==> src/design/tcst_pkg.sv <==
`timescale 1ns / 1ps
package tcst_pkg;

  localparam int COUNT_WIDTH = 16;
  localparam int LIMIT_WIDTH = 16;
  localparam int CMP_WIDTH   = 33;
  localparam int ADDR_WIDTH  = 32;
  localparam int DATA_WIDTH  = 32;
  localparam int PADDR_WIDTH = 3;

  localparam logic [LIMIT_WIDTH-1:0] LIMIT_RESET = LIMIT_WIDTH'(60);

  localparam logic REG_CLIENT_ADDR = 1'b0;
  localparam logic REG_TW_LIMIT    = 1'b1;

  localparam logic CMD_PACKET = 1'b0;
  localparam logic CMD_TICK   = 1'b1;

  localparam logic [3:0] S_CLOSED     = 4'd0;
  localparam logic [3:0] S_SYN_SENT   = 4'd1;
  localparam logic [3:0] S_SYN_RCVD   = 4'd2;
  localparam logic [3:0] S_ESTAB      = 4'd3;
  localparam logic [3:0] S_FIN_WAIT_1 = 4'd4;
  localparam logic [3:0] S_FIN_WAIT_2 = 4'd5;
  localparam logic [3:0] S_TIME_WAIT  = 4'd6;
  localparam logic [3:0] S_CLOSE_WAIT = 4'd7;
  localparam logic [3:0] S_LAST_ACK   = 4'd8;

  typedef struct packed {
    logic [ADDR_WIDTH-1:0]  client_addr;
    logic [LIMIT_WIDTH-1:0] time_wait_limit;
  } cfg_t;

  typedef struct packed {
    logic is_tick;
    logic is_rst;
    logic from_client;
    logic fin;
    logic syn;
    logic ack;
  } op_t;

  typedef struct packed {
    logic [3:0] client_side_state;
    logic [3:0] server_side_state;
    logic       client_changed;
    logic       server_changed;
    logic       clean_up;
  } res_t;

  function automatic logic [3:0] next_client(logic [3:0] cur, op_t op);
    logic [3:0] n;
    n = cur;
    case (cur)
      S_CLOSED:     if (op.syn && !op.ack) n = S_SYN_SENT;
      S_SYN_SENT:   if (op.syn && op.ack) n = S_SYN_RCVD;
      S_SYN_RCVD:   if (op.ack && !op.syn) n = S_ESTAB;
      S_ESTAB:      if (op.fin) n = S_FIN_WAIT_1;
      S_FIN_WAIT_1: begin
        if (op.ack && !op.fin) n = S_FIN_WAIT_2;
        else if (op.fin) n = S_TIME_WAIT;
      end
      S_FIN_WAIT_2: if (op.fin) n = S_TIME_WAIT;
      S_TIME_WAIT:  if (op.ack) n = S_CLOSED;
      default:      n = cur;
    endcase
    if (op.is_rst) n = S_CLOSED;
    return n;
  endfunction

  function automatic logic [3:0] next_server(logic [3:0] cur, op_t op);
    logic [3:0] n;
    n = cur;
    case (cur)
      S_CLOSED:     if (op.syn && !op.ack) n = S_SYN_RCVD;
      S_SYN_RCVD:   if (op.ack && !op.syn) n = S_ESTAB;
      S_ESTAB:      if (op.fin) n = S_CLOSE_WAIT;
      S_CLOSE_WAIT: if (op.fin) n = S_LAST_ACK;
      S_LAST_ACK:   if (op.ack) n = S_CLOSED;
      default:      n = cur;
    endcase
    if (op.is_rst) n = S_CLOSED;
    return n;
  endfunction

endpackage

==> src/design/tcst_cfg.sv <==
`timescale 1ns / 1ps
module tcst_cfg (
  input  logic                               clk,
  input  logic                               rst,
  input  logic                               psel,
  input  logic                               penable,
  input  logic                               pwrite,
  input  logic [tcst_pkg::PADDR_WIDTH-1:0]   paddr,
  input  logic [tcst_pkg::DATA_WIDTH-1:0]    pwdata,
  output logic [tcst_pkg::DATA_WIDTH-1:0]    prdata,
  output logic                               pready,
  output tcst_pkg::cfg_t                     cfg
);

  logic wr_en;
  logic reg_sel;

  assign pready  = 1'b1;
  assign reg_sel = paddr[2];
  assign wr_en   = psel && penable && pwrite && pready;

  always_ff @(posedge clk) begin
    if (rst) begin
      cfg.client_addr     <= '0;
      cfg.time_wait_limit <= tcst_pkg::LIMIT_RESET;
    end else if (wr_en) begin
      if (reg_sel == tcst_pkg::REG_CLIENT_ADDR) begin
        cfg.client_addr <= pwdata;
      end else begin
        cfg.time_wait_limit <= pwdata[tcst_pkg::LIMIT_WIDTH-1:0];
      end
    end
  end

  always_comb begin
    if (reg_sel == tcst_pkg::REG_TW_LIMIT) begin
      prdata = tcst_pkg::DATA_WIDTH'(cfg.time_wait_limit);
    end else begin
      prdata = cfg.client_addr;
    end
  end

endmodule

==> src/design/tcst_front.sv <==
`timescale 1ns / 1ps
module tcst_front (
  input  logic                              push,
  input  logic                              q_full,
  input  logic                              cmd,
  input  logic [tcst_pkg::ADDR_WIDTH-1:0]   src_addr,
  input  logic [7:0]                        tcp_flags,
  input  tcst_pkg::cfg_t                    cfg,
  output logic                              enq,
  output tcst_pkg::op_t                     op
);

  // flag byte: FIN bit0, SYN bit1, RST bit2, ACK bit4
  assign enq = push && !q_full;

  always_comb begin
    op.is_tick     = (cmd == tcst_pkg::CMD_TICK);
    op.is_rst      = tcp_flags[2];
    op.from_client = (src_addr == cfg.client_addr);
    op.fin         = tcp_flags[0];
    op.syn         = tcp_flags[1];
    op.ack         = tcp_flags[4];
  end

endmodule

==> src/design/tcst_opq.sv <==
`timescale 1ns / 1ps
module tcst_opq (
  input  logic          clk,
  input  logic          rst,
  input  logic          enq,
  input  tcst_pkg::op_t enq_op,
  output logic          full,
  input  logic          deq,
  output logic          empty,
  output tcst_pkg::op_t head
);

  tcst_pkg::op_t mem [2];
  logic          wr_ptr;
  logic          rd_ptr;
  logic [1:0]    count;

  assign full  = (count == 2'd2);
  assign empty = (count == 2'd0);
  assign head  = mem[rd_ptr];

  always_ff @(posedge clk) begin
    if (enq) begin
      mem[wr_ptr] <= enq_op;
    end
  end

  always_ff @(posedge clk) begin
    if (rst) begin
      wr_ptr <= 1'b0;
      rd_ptr <= 1'b0;
      count  <= 2'd0;
    end else begin
      if (enq) wr_ptr <= ~wr_ptr;
      if (deq) rd_ptr <= ~rd_ptr;
      count <= count + 2'(enq) - 2'(deq);
    end
  end

endmodule

==> src/design/tcst_back.sv <==
`timescale 1ns / 1ps
module tcst_back (
  input  logic           clk,
  input  logic           rst,
  input  tcst_pkg::cfg_t cfg,
  input  logic           q_empty,
  input  tcst_pkg::op_t  op,
  output logic           deq,
  input  logic           pop,
  output logic           empty,
  output tcst_pkg::res_t res
);

  logic [3:0]                     client_fsm;
  logic [3:0]                     server_fsm;
  logic [tcst_pkg::COUNT_WIDTH-1:0] seconds;
  logic [3:0]                     client_next;
  logic [3:0]                     server_next;
  logic [tcst_pkg::COUNT_WIDTH-1:0] seconds_next;
  logic [3:0]                     c1;
  logic [3:0]                     s1;
  logic                           any_change;
  logic                           tw_expired;
  tcst_pkg::res_t                 res_next;

  tcst_pkg::res_t rq [2];
  logic           rq_wr;
  logic           rq_rd;
  logic [1:0]     rq_count;
  logic           rq_pop;

  assign deq    = !q_empty && (rq_count != 2'd2);
  assign empty  = (rq_count == 2'd0);
  assign rq_pop = pop && !empty;
  assign res    = rq[rq_rd];

  always_comb begin
    client_next = client_fsm;
    server_next = server_fsm;
    c1 = tcst_pkg::next_client(client_fsm, op);
    s1 = tcst_pkg::next_server(server_fsm, op);
    if (op.is_tick) begin
      client_next = client_fsm;
      server_next = server_fsm;
    end else if (op.is_rst) begin
      client_next = c1;
      server_next = s1;
    end else if (op.from_client) begin
      client_next = c1;
      // other side follows on the freshly updated client state
      if ((c1 == tcst_pkg::S_SYN_RCVD && op.ack && !op.syn) ||
          (c1 == tcst_pkg::S_ESTAB && op.fin) ||
          (c1 == tcst_pkg::S_TIME_WAIT && op.ack)) begin
        server_next = s1;
      end
    end else begin
      server_next = s1;
      if ((s1 == tcst_pkg::S_SYN_RCVD && op.syn && op.ack) ||
          (s1 == tcst_pkg::S_ESTAB && op.fin) ||
          (s1 == tcst_pkg::S_LAST_ACK && op.ack)) begin
        client_next = tcst_pkg::next_client(client_fsm, op);
      end
    end

    any_change = (client_next != client_fsm) || (server_next != server_fsm);
    if (any_change) begin
      seconds_next = '0;
    end else if (op.is_tick && (seconds != '1)) begin
      seconds_next = seconds + 1'b1;
    end else begin
      seconds_next = seconds;
    end

    tw_expired = (tcst_pkg::CMP_WIDTH'(seconds_next) >=
                  tcst_pkg::CMP_WIDTH'(cfg.time_wait_limit));

    res_next.client_side_state = client_next;
    res_next.server_side_state = server_next;
    res_next.client_changed    = (client_next != client_fsm);
    res_next.server_changed    = (server_next != server_fsm);
    if (client_next == tcst_pkg::S_CLOSED && server_next == tcst_pkg::S_CLOSED) begin
      res_next.clean_up = 1'b1;
    end else if (client_next == tcst_pkg::S_TIME_WAIT ||
                 server_next == tcst_pkg::S_TIME_WAIT) begin
      res_next.clean_up = tw_expired;
    end else begin
      res_next.clean_up = 1'b0;
    end
  end

  always_ff @(posedge clk) begin
    if (rst) begin
      client_fsm <= tcst_pkg::S_CLOSED;
      server_fsm <= tcst_pkg::S_CLOSED;
      seconds    <= '0;
    end else if (deq) begin
      client_fsm <= client_next;
      server_fsm <= server_next;
      seconds    <= seconds_next;
    end
  end

  always_ff @(posedge clk) begin
    if (deq) begin
      rq[rq_wr] <= res_next;
    end
  end

  always_ff @(posedge clk) begin
    if (rst) begin
      rq_wr    <= 1'b0;
      rq_rd    <= 1'b0;
      rq_count <= 2'd0;
    end else begin
      if (deq) rq_wr <= ~rq_wr;
      if (rq_pop) rq_rd <= ~rq_rd;
      rq_count <= rq_count + 2'(deq) - 2'(rq_pop);
    end
  end

endmodule

==> src/design/tcp_connection_state_tracker_unit.sv <==
`timescale 1ns / 1ps
// channel   handshake                       payload
// input     push / full                     cmd, src_addr, tcp_flags
// result    empty / pop                     client_side_state, server_side_state,
//                                           client_changed, server_changed, clean_up
// config    psel/penable/pwrite/pready      paddr, pwdata, prdata
//
// One item per cycle sustained while pop keeps up; a result passes through the op
// queue and then the result queue before it reaches the result ports.
// The front classifies into a 2-entry op queue; the back updates state as it dequeues
// each op and writes a 2-entry result queue. Synchronous reset empties both queues and
// restores config defaults. A stalled result side fills the result queue, then the
// op queue, then raises full.
module tcp_connection_state_tracker_unit (
  input  logic                              clk,
  input  logic                              rst,
  input  logic                              push,
  output logic                              full,
  input  logic                              cmd,
  input  logic [tcst_pkg::ADDR_WIDTH-1:0]   src_addr,
  input  logic [7:0]                        tcp_flags,
  output logic                              empty,
  input  logic                              pop,
  output logic [3:0]                        client_side_state,
  output logic [3:0]                        server_side_state,
  output logic                              client_changed,
  output logic                              server_changed,
  output logic                              clean_up,
  input  logic                              psel,
  input  logic                              penable,
  input  logic                              pwrite,
  input  logic [tcst_pkg::PADDR_WIDTH-1:0]  paddr,
  input  logic [tcst_pkg::DATA_WIDTH-1:0]   pwdata,
  output logic [tcst_pkg::DATA_WIDTH-1:0]   prdata,
  output logic                              pready
);

  tcst_pkg::cfg_t cfg;
  tcst_pkg::op_t  enq_op;
  tcst_pkg::op_t  head;
  tcst_pkg::res_t res;
  logic           enq;
  logic           deq;
  logic           q_empty;

  tcst_cfg u_cfg (
    .clk     (clk),
    .rst     (rst),
    .psel    (psel),
    .penable (penable),
    .pwrite  (pwrite),
    .paddr   (paddr),
    .pwdata  (pwdata),
    .prdata  (prdata),
    .pready  (pready),
    .cfg     (cfg)
  );

  tcst_front u_front (
    .push      (push),
    .q_full    (full),
    .cmd       (cmd),
    .src_addr  (src_addr),
    .tcp_flags (tcp_flags),
    .cfg       (cfg),
    .enq       (enq),
    .op        (enq_op)
  );

  tcst_opq u_opq (
    .clk    (clk),
    .rst    (rst),
    .enq    (enq),
    .enq_op (enq_op),
    .full   (full),
    .deq    (deq),
    .empty  (q_empty),
    .head   (head)
  );

  tcst_back u_back (
    .clk     (clk),
    .rst     (rst),
    .cfg     (cfg),
    .q_empty (q_empty),
    .op      (head),
    .deq     (deq),
    .pop     (pop),
    .empty   (empty),
    .res     (res)
  );

  assign client_side_state = res.client_side_state;
  assign server_side_state = res.server_side_state;
  assign client_changed    = res.client_changed;
  assign server_changed    = res.server_changed;
  assign clean_up          = res.clean_up;

endmodule

==> config.mk <==
export PLATFORM = sky130hd
export DESIGN_NAME = tcp_connection_state_tracker_unit
export DESIGN_NICKNAME = d
export VERILOG_FILES = /design/src/design/tcst_pkg.sv /design/src/design/tcst_cfg.sv /design/src/design/tcst_front.sv /design/src/design/tcst_opq.sv /design/src/design/tcst_back.sv /design/src/design/tcp_connection_state_tracker_unit.sv
export SDC_FILE = /design/constraint.sdc
export NUM_CORES = 1
export LEC_CHECK = 0
export BUFFER_PORTS_ARGS = -buffer_cell sky130_fd_sc_hd__buf_2
export CAP_MARGIN = 20
export CORE_MARGIN = 8
export CORE_UTILIZATION = 45
export DETAILED_ROUTE_END_ITERATION = 10
export HOLD_SLACK_MARGIN = 0.03
export PLACE_DENSITY_LB_ADDON = 0.12
export SLEW_MARGIN = 20
export SYNTH_ARGS = -nofsm -noshare
export SYNTH_HDL_FRONTEND = slang
export SYNTH_SLANG_ARGS = --single-unit
==> constraint.sdc <==
create_clock -name clk -period 12.15 [get_ports clk]
set_input_delay 0.6075 -clock clk [delete_from_list [all_inputs] [get_ports clk]]
set_output_delay 0.6075 -clock clk [all_outputs]
set_load 0.01 [all_outputs]
==> results.md <==
* # clock sinks at 116
* Post-synth top cells: 121 x nand2_1, 82 x dfxtp_1, 70 x a21oi_1
* Syn Nets at 875
* CTS Hold Bufs at 0
* Portion of netlist area occupied by mux cells at 7.172%
* Clock skew at 9.197 ps
* Area grow syn2layout at 19.34%
* Critical Path Start Type: flop
* Post-synthesis compound-gate area fraction at 15.76%
* Top_reg_cell synth: dfxtp_1
* Gr ovfl total at 0
* Die ar. at 0.01914 sq mm
* Slew HR at 32.33%
* Vias in the first global route at 5,979
* Yosys warnings at 0
* Pwr Total at 0.001555 W
* Yosys cell types at 76
* XOR/XNOR share of the synthesized area at 7.284%
* Fmax at 183.4 MHz
* Internal power at 0.001019 W
* CTS tree: built
* Via count at 5,875
* Critical path's slowest cell: mux2i_1
* Synth top area cells: dfxtp_1 24%, edfxtp_1 15%, nand2_1 6.7%
* Die height at 138.3 um
* Hold Fails Final Rpt at 0
* Largest family of logic cells by synthesized area: simple AND/OR/NAND/NOR gates
* Antenna violations before repair at 3
* # Post-CTS Setup Buffers at 0
* Final Instance Area at 0.008036 sq mm
* RSZ-0062 raised after global routing: no
* Leakage at 3.313 nW
* Detailed-placement wirelength estimate at 13,270 um
* Post-Place Setup Slack at 6735 ps
* # diodes at 0
* Min setup slack post-route at 6696 ps
* Drt drc at 0
* Clock Power Share at 33.6%
* Critical-path maximum fanout at 30
* VDD IR-drop max at 0.00009843 V
* Worst-path cell chain: mux2i_1 -> o211a_1 -> o311a_1 -> o211a_1 -> o21ai_1 -> a21oi_1 -> or2_4 -> nor2_1 -> ha_1 -> o2111a_1 -> a21oi_1 -> a31oi_1 -> o21ai_0 -> or4b_1 -> o211ai_2
* Final antenna-violating net count at 0
* FF-to-FF setup slack at 6700 ps
* Switch share at 34.46%
* Dominant cell type by area after synthesis: dfxtp_1
* Routability cong. at 0.8628
* Clk buf depth at 2
* Largest net degree at the start of global routing at 67
* Max-capacitance violation count at 0
* Synth top area share at 24.38%
* Final setup violating endpoints at 0
* Pre-antenna DRT Iters at 5
* Final Util at 55.09%
* Starting Density at 46.16%
* Crit path kind: reg2reg
* Post-synthesis sequential area ratio at 39.54%
* Critical Path Max Stage Delay at 900 ps
* CTS clk-pin slew, worst paths at 50 ps
* Tcrit/Tclk final at 44.89%
* Final slew viol count at 0
* Yosys reg bits at 116
* Htree depth at 4
* Drt total wl at 18,120 um
* PwrDens at 193.5 mW/mm^2
* Post-synthesis simple-gate area fraction at 21.18%
* Crit end category: flop
* NumNets Final at 974
* Count leader, synth: nand2_1
* Worst Path Arrival at 5600 ps
* Status: complete, no violations
* Placement Cell Area at 0.007415 sq mm
* Post-synthesis cell count at 771
* # IOs at 129
* Post-synth ARST share at 0%
* Worst Hold Class: in2reg
* Post-route setup TNS at 0 ps
* Drt wl/cell at 16.98 um
* Delay-heaviest family, CP: compound AO/OA/AOI/OAI gates
* Tightest Pin Transition at 986.9 ps
* Placeable Area at 0.01459 sq mm
* Worst EP required at 12,300 ps
* DRT iter0 DRCs at 328
* Post-CTS sizing at 0
* Die width at 138.3 um
* Comb pwr share at 32.0%
* Final worst path period need at 5454 ps
* Syn Area/Cell at 8.734 sq um
* Clk root buf: clkbuf_16
* Adder-cell share of the synthesized area at 3.902%
* I/O Buffers at 121
* Syn Std Cell Area at 0.006734 sq mm
* # rows at 44
* First-pass GRT wire length at 29,900 um
* Switch Pwr at 0.0005358 W
* CTS Buf Count at 17
* Clock Latency Late Sink at 410 ps
* Share of cells above drive strength 1 at 24.24%
* Number of enable flip-flop cells after synthesis at 34
* Average vias per placed instance at 5.506
* WP buf/inv at 0
* All-Layer GR Usage at 18.90%
* Sequential Power Share at 34.4%
[final cells by class]
type | instances | area [sq um]
fill | 1317 | 6553
multi-input combinational | 571 | 3736
sequential | 116 | 2663
timing repair buffer | 126 | 643.1
clock buffer | 24 | 503.0
tap | 184 | 230.2
inverter | 38 | 142.6
clock inverter | 8 | 118.9
[cells by family (layout without fill, tap and decap cells)]
group	Yosys count	in the layout
adder cells (fa/ha/maj)	21	21
AO/OA/AOI/OAI	155	155
AND/OR/NAND/NOR	297	297
other	1	1
XOR/XNOR	56	56
buffers and inverters	84	196
multiplexers	41	41
flip-flops	116	116
[worst register-to-register path, delay by kind of cell (launching register included)]
kind	cells	cell delay [ps]
compound gates	10	2370
simple gates	3	780
flops	1	830
mux	1	900
fa+ha+maj	1	310
[path summary, 6_finish.rpt]
kind,startpoint,depth (start not counted),to
max,flop,15,u_back.rq[1][0]$_DFFE_PP_
min,tcp_flags[1],1,u_opq.mem[1][1]$_DFFE_PP_
max reg2reg,flop,15,u_back.rq[1][0]$_DFFE_PP_
min reg2reg,u_cfg.cfg[1]$_SDFFE_PP0P_,2,u_cfg.cfg[1]$_SDFFE_PP0P_
[metal layers]
| metal | track usage, % | vias up | routed length (um) | part of all wire [%] |
|---|---|---|---|---|
| li1 | - | 2922 | - | - |
| met1 | 22.85 | 2712 | 8151 | 45 |
| met2 | 29.34 | 198 | 8127 | 45 |
| met3 | 6.712 | 37 | 1281 | 7.1 |
| met4 | 9.039 | 6 | 525 | 2.9 |
| met5 | 0 | - | 30 | 0.17 |
[per-stage QoR]
step           instances  hold slack, ps
6_report            1067           385.6
5_1_grt             1067           368.9
4_1_cts             1067           366.2
3_5_place_dp        1035           467.6
3_3_place_gp        1035           458.1
2_1_floorplan        771           445.9
[flip-flops by register name, summed over array words and instances (netlist names), named ones only]
name               flops
u_back.rq_wr           1
u_opq.wr_ptr           1
u_opq.count            2
u_back.rq_count        2
u_cfg.cfg             48
u_opq.rd_ptr           1
u_back.rq             22
u_opq.mem             12
u_back.seconds        16
u_back.rq_rd           1
u_back.client_fsm      4
u_back.server_fsm      4
[power by group through the flow]
stage	Sequential [W]	Clock [W]	Combinational, W
2_1_floorplan	0.000502	0	0.000408
3_3_place_gp	0.000538	0	0.000487
3_5_place_dp	0.000543	0	0.000495
4_1_cts	0.000535	0.000533	0.000499
5_1_grt	0.000545	0.000552	0.000552
6_report	0.000535	0.000523	0.000497
[placed cells by master (no fill, tap or decap), types with 9 or more instances in the layout]
cell,Yosys,routed
a21oi_1,70,70
buf_2,5,121
clkbuf_16,0,18
dfxtp_1,82,82
edfxtp_1,34,34
ha_1,21,21
inv_1,37,37
mux2_2,31,31
nand2_1,121,121
nand3_1,23,23
nor2_1,51,50
nor2b_1,22,22
nor3_1,21,21
nor4_1,15,15
o211ai_1,9,9
o21ai_0,12,12
xnor2_1,15,15
xor2_1,41,41
No activity file was read; power rests on OpenSTA's default activity.
